`config.mk`:
```
export PLATFORM = sky130hd
export DESIGN_NAME = running_median9_smoother_flat
export DESIGN_NICKNAME = d
export VERILOG_FILES = /design/src/rms_pkg.sv /design/src/rms_in_if.sv /design/src/rms_out_if.sv /design/src/rms_cell.sv /design/src/rms_smooth.sv /design/src/running_median9_smoother.sv /design/src/flat_wrapper.sv
export SDC_FILE = /design/constraint.sdc
export NUM_CORES = 2
export LEC_CHECK = 0
export ABC_AREA = 0
export BUFFER_PORTS_ARGS = -buffer_cell sky130_fd_sc_hd__buf_2
export CORE_MARGIN = 3
export CORE_UTILIZATION = 55
export CTS_BUF_LIST = sky130_fd_sc_hd__clkbuf_4 sky130_fd_sc_hd__clkbuf_8
export DETAILED_ROUTE_END_ITERATION = 6
export GPL_ROUTABILITY_DRIVEN = 0
export PLACE_DENSITY_LB_ADDON = 0.12
export SLEW_MARGIN = 5
export SYNTH_ARGS = -nofsm -noshare
export SYNTH_HDL_FRONTEND = slang
export SYNTH_HIERARCHICAL = 1
export SYNTH_SLANG_ARGS = --single-unit
```
`constraint.sdc`:
```
create_clock -name clk -period 8.1 [get_ports clk]
set_clock_uncertainty 0.05 [all_clocks]
set_input_delay 1.215 -clock clk [delete_from_list [all_inputs] [get_ports clk]]
set_output_delay 1.215 -clock clk [all_outputs]
set_load 0.05 [all_outputs]
```
`src/rms_pkg.sv`:
```
// ----------------------------------------------------------------------------
// rms_pkg: shared types and constants for the running median smoother
// Cell link record, sequencer states and the reciprocal used for the
// divide by five.
// ----------------------------------------------------------------------------
package rms_pkg;

  localparam int DATA_W      = 32;
  localparam int WINDOW_DEF  = 9;
  // Wide enough for ages up to 31, so windows of up to 32 entries
  localparam int AGE_W       = 5;
  localparam int PROD_W      = 2 * DATA_W;
  // floor(n/5) == (n * RECIP) >> RECIP_SHIFT for every 32-bit n
  localparam logic [DATA_W-1:0] RECIP = 32'hCCCC_CCCD;
  localparam int RECIP_SHIFT = 34;
  localparam int Q_W         = PROD_W - RECIP_SHIFT;

  typedef logic [DATA_W-1:0] data_t;
  typedef logic [AGE_W-1:0]  age_t;

  // What one cell shows its neighbors
  typedef struct packed {
    data_t val;       // stored value
    age_t  age;       // items since this value was written
    logic  gt;        // stored value > incoming sample
    logic  del_seen;  // the oldest entry sits here or to the left
  } link_t;

  typedef enum logic [1:0] {
    ST_IDLE,
    ST_DIFF,
    ST_MUL,
    ST_FIN
  } state_t;

endpackage

```
`src/rms_in_if.sv`:
```
// ----------------------------------------------------------------------------
// rms_in_if: sample channel
// Valid/ready channel carrying one raw sample per item.
// ----------------------------------------------------------------------------
interface rms_in_if;
  logic                      valid;
  logic                      ready;
  logic [rms_pkg::DATA_W-1:0] sample;

  modport source (output valid, output sample, input ready);
  modport sink (input valid, input sample, output ready);
endinterface

```
`src/rms_out_if.sv`:
```
// ----------------------------------------------------------------------------
// rms_out_if: result channel
// Valid/ready channel carrying one filtered value per item.
// ----------------------------------------------------------------------------
interface rms_out_if;
  logic                      valid;
  logic                      ready;
  logic [rms_pkg::DATA_W-1:0] filtered;

  modport source (output valid, output filtered, input ready);
  modport sink (input valid, input filtered, output ready);
endinterface

```
`src/rms_cell.sv`:
```
// ----------------------------------------------------------------------------
// rms_cell: one slot of the sorted window
// Holds a value and its age. On each accepted item the oldest value drops
// out of the row and the new sample is inserted in sorted position; each
// cell picks its next value from itself, a neighbor or the sample.
// ----------------------------------------------------------------------------
module rms_cell #(
  parameter int WINDOW   = rms_pkg::WINDOW_DEF,
  parameter int CELL_IDX = 0
) (
  input  logic           clk,
  input  logic           rst_n,
  input  logic           shift,
  input  rms_pkg::data_t sample,
  input  rms_pkg::link_t left,
  input  rms_pkg::link_t right,
  output rms_pkg::link_t link
);
  import rms_pkg::*;

  data_t val_r, val_nxt;
  age_t  age_r, age_nxt;
  logic  gt_own;
  logic  del_own;
  logic  before_del;
  logic  below_ok;

  assign gt_own     = val_r > sample;
  assign del_own    = age_r == age_t'(WINDOW - 1);
  assign before_del = !left.del_seen && !del_own;

  assign link.val      = val_r;
  assign link.age      = age_r;
  assign link.gt       = gt_own;
  assign link.del_seen = left.del_seen | del_own;

  // With the oldest entry removed at or left of here, the entry just below
  // this slot is the left neighbor when this cell is the removed one.
  assign below_ok = del_own ? !left.gt : !gt_own;

  always_comb begin
    val_nxt = val_r;
    age_nxt = age_r;
    if (before_del) begin
      if (!gt_own) begin
        val_nxt = val_r;
        age_nxt = age_r + age_t'(1);
      end else if (!left.gt) begin
        val_nxt = sample;
        age_nxt = '0;
      end else begin
        val_nxt = left.val;
        age_nxt = left.age + age_t'(1);
      end
    end else begin
      if (!right.gt) begin
        val_nxt = right.val;
        age_nxt = right.age + age_t'(1);
      end else if (below_ok) begin
        val_nxt = sample;
        age_nxt = '0;
      end else if (del_own) begin
        val_nxt = left.val;
        age_nxt = left.age + age_t'(1);
      end else begin
        val_nxt = val_r;
        age_nxt = age_r + age_t'(1);
      end
    end
  end

  always_ff @(posedge clk) begin
    if (!rst_n) begin
      val_r <= '0;
      age_r <= age_t'(CELL_IDX);
    end else if (shift) begin
      val_r <= val_nxt;
      age_r <= age_nxt;
    end
  end

endmodule

```
`src/rms_smooth.sv`:
```
// ----------------------------------------------------------------------------
// rms_smooth: smoothing stage and result register
// Computes floor((4*prev + median)/5) as prev + floor((median - prev)/5),
// with the divide done by a 32x32 reciprocal multiply over a short sequence.
// ----------------------------------------------------------------------------
module rms_smooth (
  input  logic            clk,
  input  logic            rst_n,
  input  logic            start,
  input  rms_pkg::data_t  median,
  output logic            idle,
  rms_out_if.source       out_ch
);
  import rms_pkg::*;

  state_t state_r, state_nxt;

  data_t              prev_r;
  data_t              mag_r;
  logic               neg_r;
  logic [PROD_W-1:0]  prod_r;
  data_t              filtered_r;
  logic               out_valid_r;

  logic [DATA_W:0]    diff;
  logic [Q_W-1:0]     quot;
  data_t              result;
  logic               out_free;

  assign out_free = !out_valid_r || out_ch.ready;

  // median - prev as 33-bit two's complement; for a negative difference
  // take |d|-1 (= ~d) so that floor(d/5) = -floor((|d|-1)/5) - 1
  assign diff = {1'b0, median} - {1'b0, prev_r};
  assign quot = prod_r[PROD_W-1:RECIP_SHIFT];
  assign result = neg_r ? (prev_r - DATA_W'(quot) - DATA_W'(1))
                        : (prev_r + DATA_W'(quot));

  always_comb begin
    state_nxt = state_r;
    case (state_r)
      ST_IDLE: if (start)    state_nxt = ST_DIFF;
      ST_DIFF:               state_nxt = ST_MUL;
      ST_MUL:                state_nxt = ST_FIN;
      ST_FIN:  if (out_free) state_nxt = ST_IDLE;
      default:               state_nxt = ST_IDLE;
    endcase
  end

  always_comb begin
    case (state_r)
      ST_IDLE: idle = 1'b1;
      default: idle = 1'b0;
    endcase
  end

  always_ff @(posedge clk) begin
    if (!rst_n) begin
      state_r     <= ST_IDLE;
      prev_r      <= '0;
      out_valid_r <= 1'b0;
    end else begin
      state_r <= state_nxt;
      if (state_r == ST_FIN && out_free) begin
        prev_r      <= result;
        out_valid_r <= 1'b1;
      end else if (out_ch.ready) begin
        out_valid_r <= 1'b0;
      end
    end
  end

  always_ff @(posedge clk) begin
    if (state_r == ST_DIFF) begin
      neg_r <= diff[DATA_W];
      mag_r <= diff[DATA_W] ? ~diff[DATA_W-1:0] : diff[DATA_W-1:0];
    end
    if (state_r == ST_MUL) begin
      prod_r <= PROD_W'(mag_r) * PROD_W'(RECIP);
    end
    if (state_r == ST_FIN && out_free) begin
      filtered_r <= result;
    end
  end

  assign out_ch.valid    = out_valid_r;
  assign out_ch.filtered = filtered_r;

endmodule

```
`src/running_median9_smoother.sv`:
```
// ----------------------------------------------------------------------------
// running_median9_smoother: running median filter with light smoothing
// Each input item carries one 32-bit unsigned sample on in_ch; each item
// yields exactly one result item on out_ch:
//   filtered = floor((4*previous filtered + median of last WINDOW samples)/5)
// The window is kept sorted in a row of WINDOW cells; the new sample
// replaces the oldest entry as the item is accepted, and the middle cell
// is the median. An accepted item passes through the smoothing states
// (difference, reciprocal multiply, add back); the result is registered
// once the output register is free, and a new item is taken only when the
// sequence is done, since each result feeds the next one.
// in_ch.ready is high only while no item is in flight. If out_ch stalls,
// the result waits in the output register and the block holds the next
// result back until the register frees, so ready stays low meanwhile.
// Reset (rst_n low, synchronous) clears the window and the previous output
// to zero, so the first medians include zeros.
// ----------------------------------------------------------------------------
module running_median9_smoother #(
  parameter int WINDOW = rms_pkg::WINDOW_DEF
) (
  input  logic      clk,
  input  logic      rst_n,
  rms_in_if.sink    in_ch,
  rms_out_if.source out_ch
);
  import rms_pkg::*;

  link_t links [WINDOW];
  link_t edge_lo;
  link_t edge_hi;
  logic  accept;
  logic  idle;

  assign accept      = in_ch.valid && in_ch.ready;
  assign in_ch.ready = idle;

  // Row ends: nothing below the first cell, "greater" above the last
  assign edge_lo = '{val: '0, age: '0, gt: 1'b0, del_seen: 1'b0};
  assign edge_hi = '{val: '0, age: '0, gt: 1'b1, del_seen: 1'b0};

  for (genvar i = 0; i < WINDOW; i++) begin : g_cell
    rms_cell #(
      .WINDOW   (WINDOW),
      .CELL_IDX (i)
    ) u_cell (
      .clk    (clk),
      .rst_n  (rst_n),
      .shift  (accept),
      .sample (in_ch.sample),
      .left   ((i == 0) ? edge_lo : links[(i == 0) ? 0 : i - 1]),
      .right  ((i == WINDOW - 1) ? edge_hi : links[(i == WINDOW - 1) ? i : i + 1]),
      .link   (links[i])
    );
  end

  rms_smooth u_smooth (
    .clk    (clk),
    .rst_n  (rst_n),
    .start  (accept),
    .median (links[WINDOW / 2].val),
    .idle   (idle),
    .out_ch (out_ch)
  );

endmodule

```
`src/flat_wrapper.sv`:
```
// flat-port wrapper written by rule: the top's interface ports become plain ports
module running_median9_smoother_flat import rms_pkg::*;
#(
  parameter int WINDOW = rms_pkg::WINDOW_DEF
)
  (clk, rst_n, in_ch_valid, in_ch_sample, in_ch_ready, out_ch_valid, out_ch_filtered, out_ch_ready);
  rms_in_if in_ch_i ();
  rms_out_if out_ch_i ();
  input  logic clk;
  input  logic rst_n;
  input wire logic [$bits(in_ch_i.valid)-1:0] in_ch_valid;
  input wire logic [$bits(in_ch_i.sample)-1:0] in_ch_sample;
  output wire logic [$bits(in_ch_i.ready)-1:0] in_ch_ready;
  output wire logic [$bits(out_ch_i.valid)-1:0] out_ch_valid;
  output wire logic [$bits(out_ch_i.filtered)-1:0] out_ch_filtered;
  input wire logic [$bits(out_ch_i.ready)-1:0] out_ch_ready;
  assign in_ch_i.valid = in_ch_valid;
  assign in_ch_i.sample = in_ch_sample;
  assign in_ch_ready = in_ch_i.ready;
  assign out_ch_valid = out_ch_i.valid;
  assign out_ch_filtered = out_ch_i.filtered;
  assign out_ch_i.ready = out_ch_ready;
  running_median9_smoother #(.WINDOW(WINDOW)) u_core (.clk(clk), .rst_n(rst_n), .in_ch(in_ch_i), .out_ch(out_ch_i));
endmodule
```
* Yosys cells after proc, flatten, opt, wreduce, memory -nomap -nowiden
Cells that the tools add are included.
** Operators by class
- Add/subtract/negate cells :: 13
- Multiply operators :: 1
- Magnitude comparators :: 9
- Equal/unequal tests :: 29
- Muxes and demuxes :: 119
- Bitwise gates (word level) :: 8
- Reductions and logical operators :: 51
** Operator list (number)
- 32-bit 2-to-1 mux :: 53
- 32-bit greater-than comparator :: 9
- 5-bit 2-to-1 mux :: 50
- 32-bit by 32-bit multiplier with 64-bit output (second input constant) :: 1
- 5-bit by 1-bit adder with 5-bit output (second input constant) :: 9
- 5-bit by 4-bit == test with 1-bit output (second input constant) :: 9
- 32-bit by 32-bit subtractor with 33-bit output :: 1
- 32-bit by 30-bit adder with 32-bit output :: 1
- 32-bit inverter :: 1
- 32-bit by 1-bit subtractor with 32-bit output (second input constant) :: 1
- 32-bit by 30-bit subtractor with 32-bit output :: 1
- 4-bit by 1-bit inequality test with 1-bit output (second input constant) :: 7
- 1-bit zero test :: 26
- 3-bit AND reduction :: 8
- 2-bit inequality test (second input constant) :: 9
- 1-bit 2-to-1 mux :: 13
- 1-bit logical AND :: 10
- 2-bit case mux with 4 select lines :: 1
- 1-bit bitwise OR :: 7
- 2-bit == test (second input constant) :: 2
- 2-bit 2-to-1 mux :: 2
- 2-bit AND reduction :: 2
- 2-bit nonzero test :: 2
- 3-bit nonzero test :: 1
- 4 further kinds :: 4
** Word-level totals
- Bits in registers :: 497
- Input bits :: 36
- Logic and storage cells :: 255

* Logic depth before layout (Yosys ltp)
- Depth in word-level cells :: 12
- Mapped depth :: 31

* By module
The synthesis kept the hierarchy.
** By module, submodules not included
- rms_smooth :: times used 1, cells each 2646, area each 25768.5 µm², sequential area each 3553.4 µm²
- rms_cell at u_core.g_cell[4].u_cell :: times used 1, cells each 554, area each 4388.0 µm², sequential area each 740.7 µm²
- rms_cell at u_core.g_cell[3].u_cell :: times used 1, cells each 533, area each 4376.7 µm², sequential area each 740.7 µm²
- rms_cell at u_core.g_cell[6].u_cell :: times used 1, cells each 540, area each 4229.1 µm², sequential area each 740.7 µm²
- rms_cell at u_core.g_cell[7].u_cell :: times used 1, cells each 540, area each 4195.3 µm², sequential area each 740.7 µm²
- rms_cell at u_core.g_cell[2].u_cell :: times used 1, cells each 511, area each 4001.3 µm², sequential area each 740.7 µm²
- rms_cell at u_core.g_cell[8].u_cell :: times used 1, cells each 544, area each 3885.0 µm², sequential area each 740.7 µm²
- rms_cell at u_core.g_cell[5].u_cell :: times used 1, cells each 494, area each 3761.1 µm², sequential area each 740.7 µm²
- rms_cell at u_core.g_cell[0].u_cell :: times used 1, cells each 468, area each 3701.0 µm², sequential area each 740.7 µm²
- rms_cell at u_core.g_cell[1].u_cell :: times used 1, cells each 452, area each 3604.7 µm², sequential area each 740.7 µm²
- running_median9_smoother :: times used 1, cells each 3, area each 13.8 µm², sequential area each 0.0 µm²

* Worst setup path after synthesis
No wires, ideal clock.
- Path kind :: reg-to-reg
- Start point :: register u_core.u_smooth.mag_r[19]
- End point :: register u_core.u_smooth.prod_r[54] (data pin)
- Setup time :: 0.258 ns
- Arrival time :: 6.657 ns
- Required time :: 7.792 ns
- Slack :: 1.135 ns
- Cell stages (with the launch flop) :: 26
- Buffers on the path :: 0
- Period minus slack after synthesis :: 6.965 ns
- Path through :: edfxtp_1 -> ha_1 -> inv_1 -> fa_1 -> inv_1 -> fa_1 -> inv_1 -> fa_1 -> inv_1 -> fa_1 -> fa_1 -> fa_1 -> inv_1 -> fa_1 -> inv_1 -> ha_1 -> a21oi_1 -> o21ai_0 -> a21oi_1 -> a21oi_1 -> o311ai_2 -> a21boi_1 -> o2111ai_1 -> nand3_1 -> a221o_1 -> xor2_1
** Between the ends
- Longest elaborated chain between the ends :: 1
** RTL lines
- start, declared :: line rms_smooth.sv:19 : data_t mag_r;
- start signal, assigned :: line rms_smooth.sv:76 : mag_r <= diff[DATA_W] ? ~diff[DATA_W-1:0] : diff[DATA_W-1:0];
- 32-bit by 32-bit multiplier with 64-bit output :: line rms_smooth.sv:79 : prod_r <= PROD_W'(mag_r) * PROD_W'(RECIP);
- end signal, assigned :: line rms_smooth.sv:79
- end, declared :: line rms_smooth.sv:21 : logic [PROD_W-1:0] prod_r;
Every way passes these cells.
A chain may end at the register's enable or synchronous reset.

* Worst setup path after layout
- Start point :: register u_core.u_smooth.mag_r[16]
- End point :: register u_core.u_smooth.prod_r[54] (data pin)
The elaborated chain is that of the path after synthesis.

==> metrics.yaml <==
endpoint_kind: "flop"
clock.fmax_ghz: 0.130
hold_path_end: "u_core/g_cell[8].u_cell/val_r[0]"
vias: 56600
cts.path.max_buffers: 3
drive_above_1_share_pct: 10.2
hp-start: "u_core/g_cell[8].u_cell/val_r[0]"
wirelength_mm: 211
port_buffers: 69
worst_pin_slew_ps: 1330
coreArea_um2: 111000
netlist_area_um2: 61900
htreeDepth: 3
track_usage_pct: 35.6
r2r_slack_ps: 400
slew_violations: 0
drt.antenna.violating_nets: 0
ys_seq_area_share_pct: 16.5
drtIter0Drc: 6032
drc: 0
crit_type: "flop to flop"
timing.final.hold_violations: 0
r2r-end: "u_core/u_smooth/prod_r[54]"
routed_via_density: 6.38
rsz0062_at_grt: "no"
cts_sinks: 463
ys_warn_count: 6
whs_path_depth: 1
insertion_delay_ps: 810
grt_pass1_vias: 54400
cts_tree: "built"
max_cap_viol_count: 0
num_rows: 122
crit-reg2reg-launch: "u_core/u_smooth/mag_r[16]"
ctsRootBufferMaster: "clkbuf_8"
overflow: 0
cp.required_ps: 8580
fin_nets: 8480
start_util_pct: 55.7
final_cell_mix: "inv_1, ha_1, nor2_1"
die_y_um: 342
dieArea_um2: 117000
fillerInstances: 10100
grt_pass1_wl_mm: 327
max_slew_margin_pct: 11.2
antenna_found_initial: 8
multiInputGateArea_um2: 46000
firstDrtPassIters: 6
cts_buffers: 96
io_pins: 70
synth_edf_count: 95
synth-main-ff-cell: "dfxtp_1"
post_cts_buffers: 0
grt_max_degree: 111
ys_ff_latch: 463
period_needed_ps: 7700
worstPathArrival_ps: 8180
wire_per_inst_um: 23.8
synth.distinct_cells: 139
synthCells: 7285
clk_pin_slew_ps: 70
cts_hold_buf: 0
synth_area_per_cell_um2: 8.50
post-route-util_pct: 59.3
cp-start-kind: "flop"
hp-class: "flop to flop"
finalCritPeriodShare_pct: 95.1
status: "completed"
final.setup.tns_ps: 0
r2r_cells: 23
finalSetupViolations: 0
areaGrowthSynthToFinish_pct: 6.49
async_flop_share_pct: 0
die_w_um: 342
seqCellArea_um2: 10200
place_hpwl_mm: 160
mostFrequentLayoutCell: "inv_1"
worst-path-max-fanout: 5
-- flip-flops by register name (all words and copies together) (netlist names) --
register / flops
u_core/g_cell.u_cell/val_r: 288
u_core/g_cell.u_cell/age_r: 45
u_core/u_smooth/mag_r: 32
u_core/u_smooth/out_ch.filtered: 32
u_core/u_smooth/prev_r: 32
u_core/u_smooth/prod_r: 30
u_core/u_smooth/state_r: 2
u_core/u_smooth/neg_r: 1
u_core/u_smooth/out_ch.valid: 1
-- repair_timing --
item | in CTS | in global routing
gates resized for setup | 0 | 2
setup endpoints to repair | 0 | 13
endpoints found under the hold margin | 0 | 0
-- worst max-delay path: stages, from the launching register on --
cell       delay, ps
edfxtp_1         500
ha_1             450
inv_1            140
fa_1             540
inv_1             70
fa_1             530
inv_1             60
fa_1             500
inv_1             60
fa_1             570
fa_1             430
fa_1             510
fa_1             430
ha_1             340
a21oi_1          160
o21ai_0          140
a21oi_1          200
a21oi_1          180
o311ai_4         510
a21boi_1         150
o2111ai_1        250
nand3_1          160
a221o_1          380
xor2_1           140
-- per-stage QoR --
step / hold slack [ps] / worst slack [ps] / cell area, µm² / instances
2_1_floorplan: 416 / 1140 / 62400 / 7407
3_3_place_gp: 441 / 333 / 63600 / 8679
3_5_place_dp: 450 / 267 / 63600 / 8679
4_1_cts: 465 / 229 / 65900 / 8858
5_1_grt: 485 / 10.9 / 65900 / 8862
6_report: 464 / 398 / 65900 / 8868
-- per-layer routing --
layer	vias up	routed length, µm	track usage, %
met3	484	18400	6.10
met1	27500	86800	47.1
li1	25900	-	-
met2	2778	96200	57.2
met4	2	9920	15.6
met5	-	13	0
-- Yosys cell counts, drive strengths merged (106+ instances only) --
cell       n  area share [%]
o211ai   189             2.4
fa       389              13
xor2     106             1.5
inv     1154             7.0
o31ai    175             2.2
dfxtp    368              12
nand3    162             1.3
clkbuf   257             1.6
o32ai    129             3.3
nand2    473             2.9
buf      147             1.7
a21oi    463             3.8
a32o     131             2.1
xnor2    139             2.0
ha       766              15
nor2     527             3.3
o21ai    268             2.2
-- area by class of cell --
cell class                      count  area share [%]
Antenna cell                       10          0.0379
Clock buffer                      146            2.88
Clock inverter                     33           0.537
Inverter                         1159            6.61
Multi-Input combinational cell   5381            69.7
Sequential cell                   463            15.5
Tap cell                         1488            2.82
Timing Repair Buffer              188            1.90
-- worst max path at each step --
stage / from / to / slack [ps] / cells after the start
floorplan: u_core/u_smooth/mag_r[19] / u_core/u_smooth/prod_r[54] / 1140 / 25
global placement: u_core/u_smooth/mag_r[16] / u_core/u_smooth/prod_r[54] / 330 / 26
detailed placement: u_core/u_smooth/mag_r[1] / u_core/u_smooth/prod_r[45] / 270 / 25
CTS: u_core/u_smooth/mag_r[16] / u_core/u_smooth/prod_r[45] / 230 / 25
global route: u_core/u_smooth/mag_r[14] / u_core/u_smooth/prod_r[45] / 10 / 27
finish: u_core/u_smooth/mag_r[16] / u_core/u_smooth/prod_r[54] / 400 / 23
-- kinds of logic (layout without fill, tap and decap cells) --
| family | count (synthesis) | after routing | share of synthesized area (%) |
|---|---|---|---|
| buffers and inverters | 1563 | 1526 | 10.3 |
| adders and majority gates | 1155 | 1155 | 28.1 |
| DFF | 463 | 463 | 16.5 |
| other | 2 | 134 | 0.0121 |
| muxes | 185 | 185 | 3.35 |
| AOI/OAI and AO/OA | 2046 | 2046 | 25.8 |
| and+or+nand+nor | 1626 | 1626 | 12.5 |
| xor gates and xnor gates | 245 | 245 | 3.47 |
Power is not shown: default switching activity piles up to over one toggle a cycle in this logic, so the estimate is an artifact.
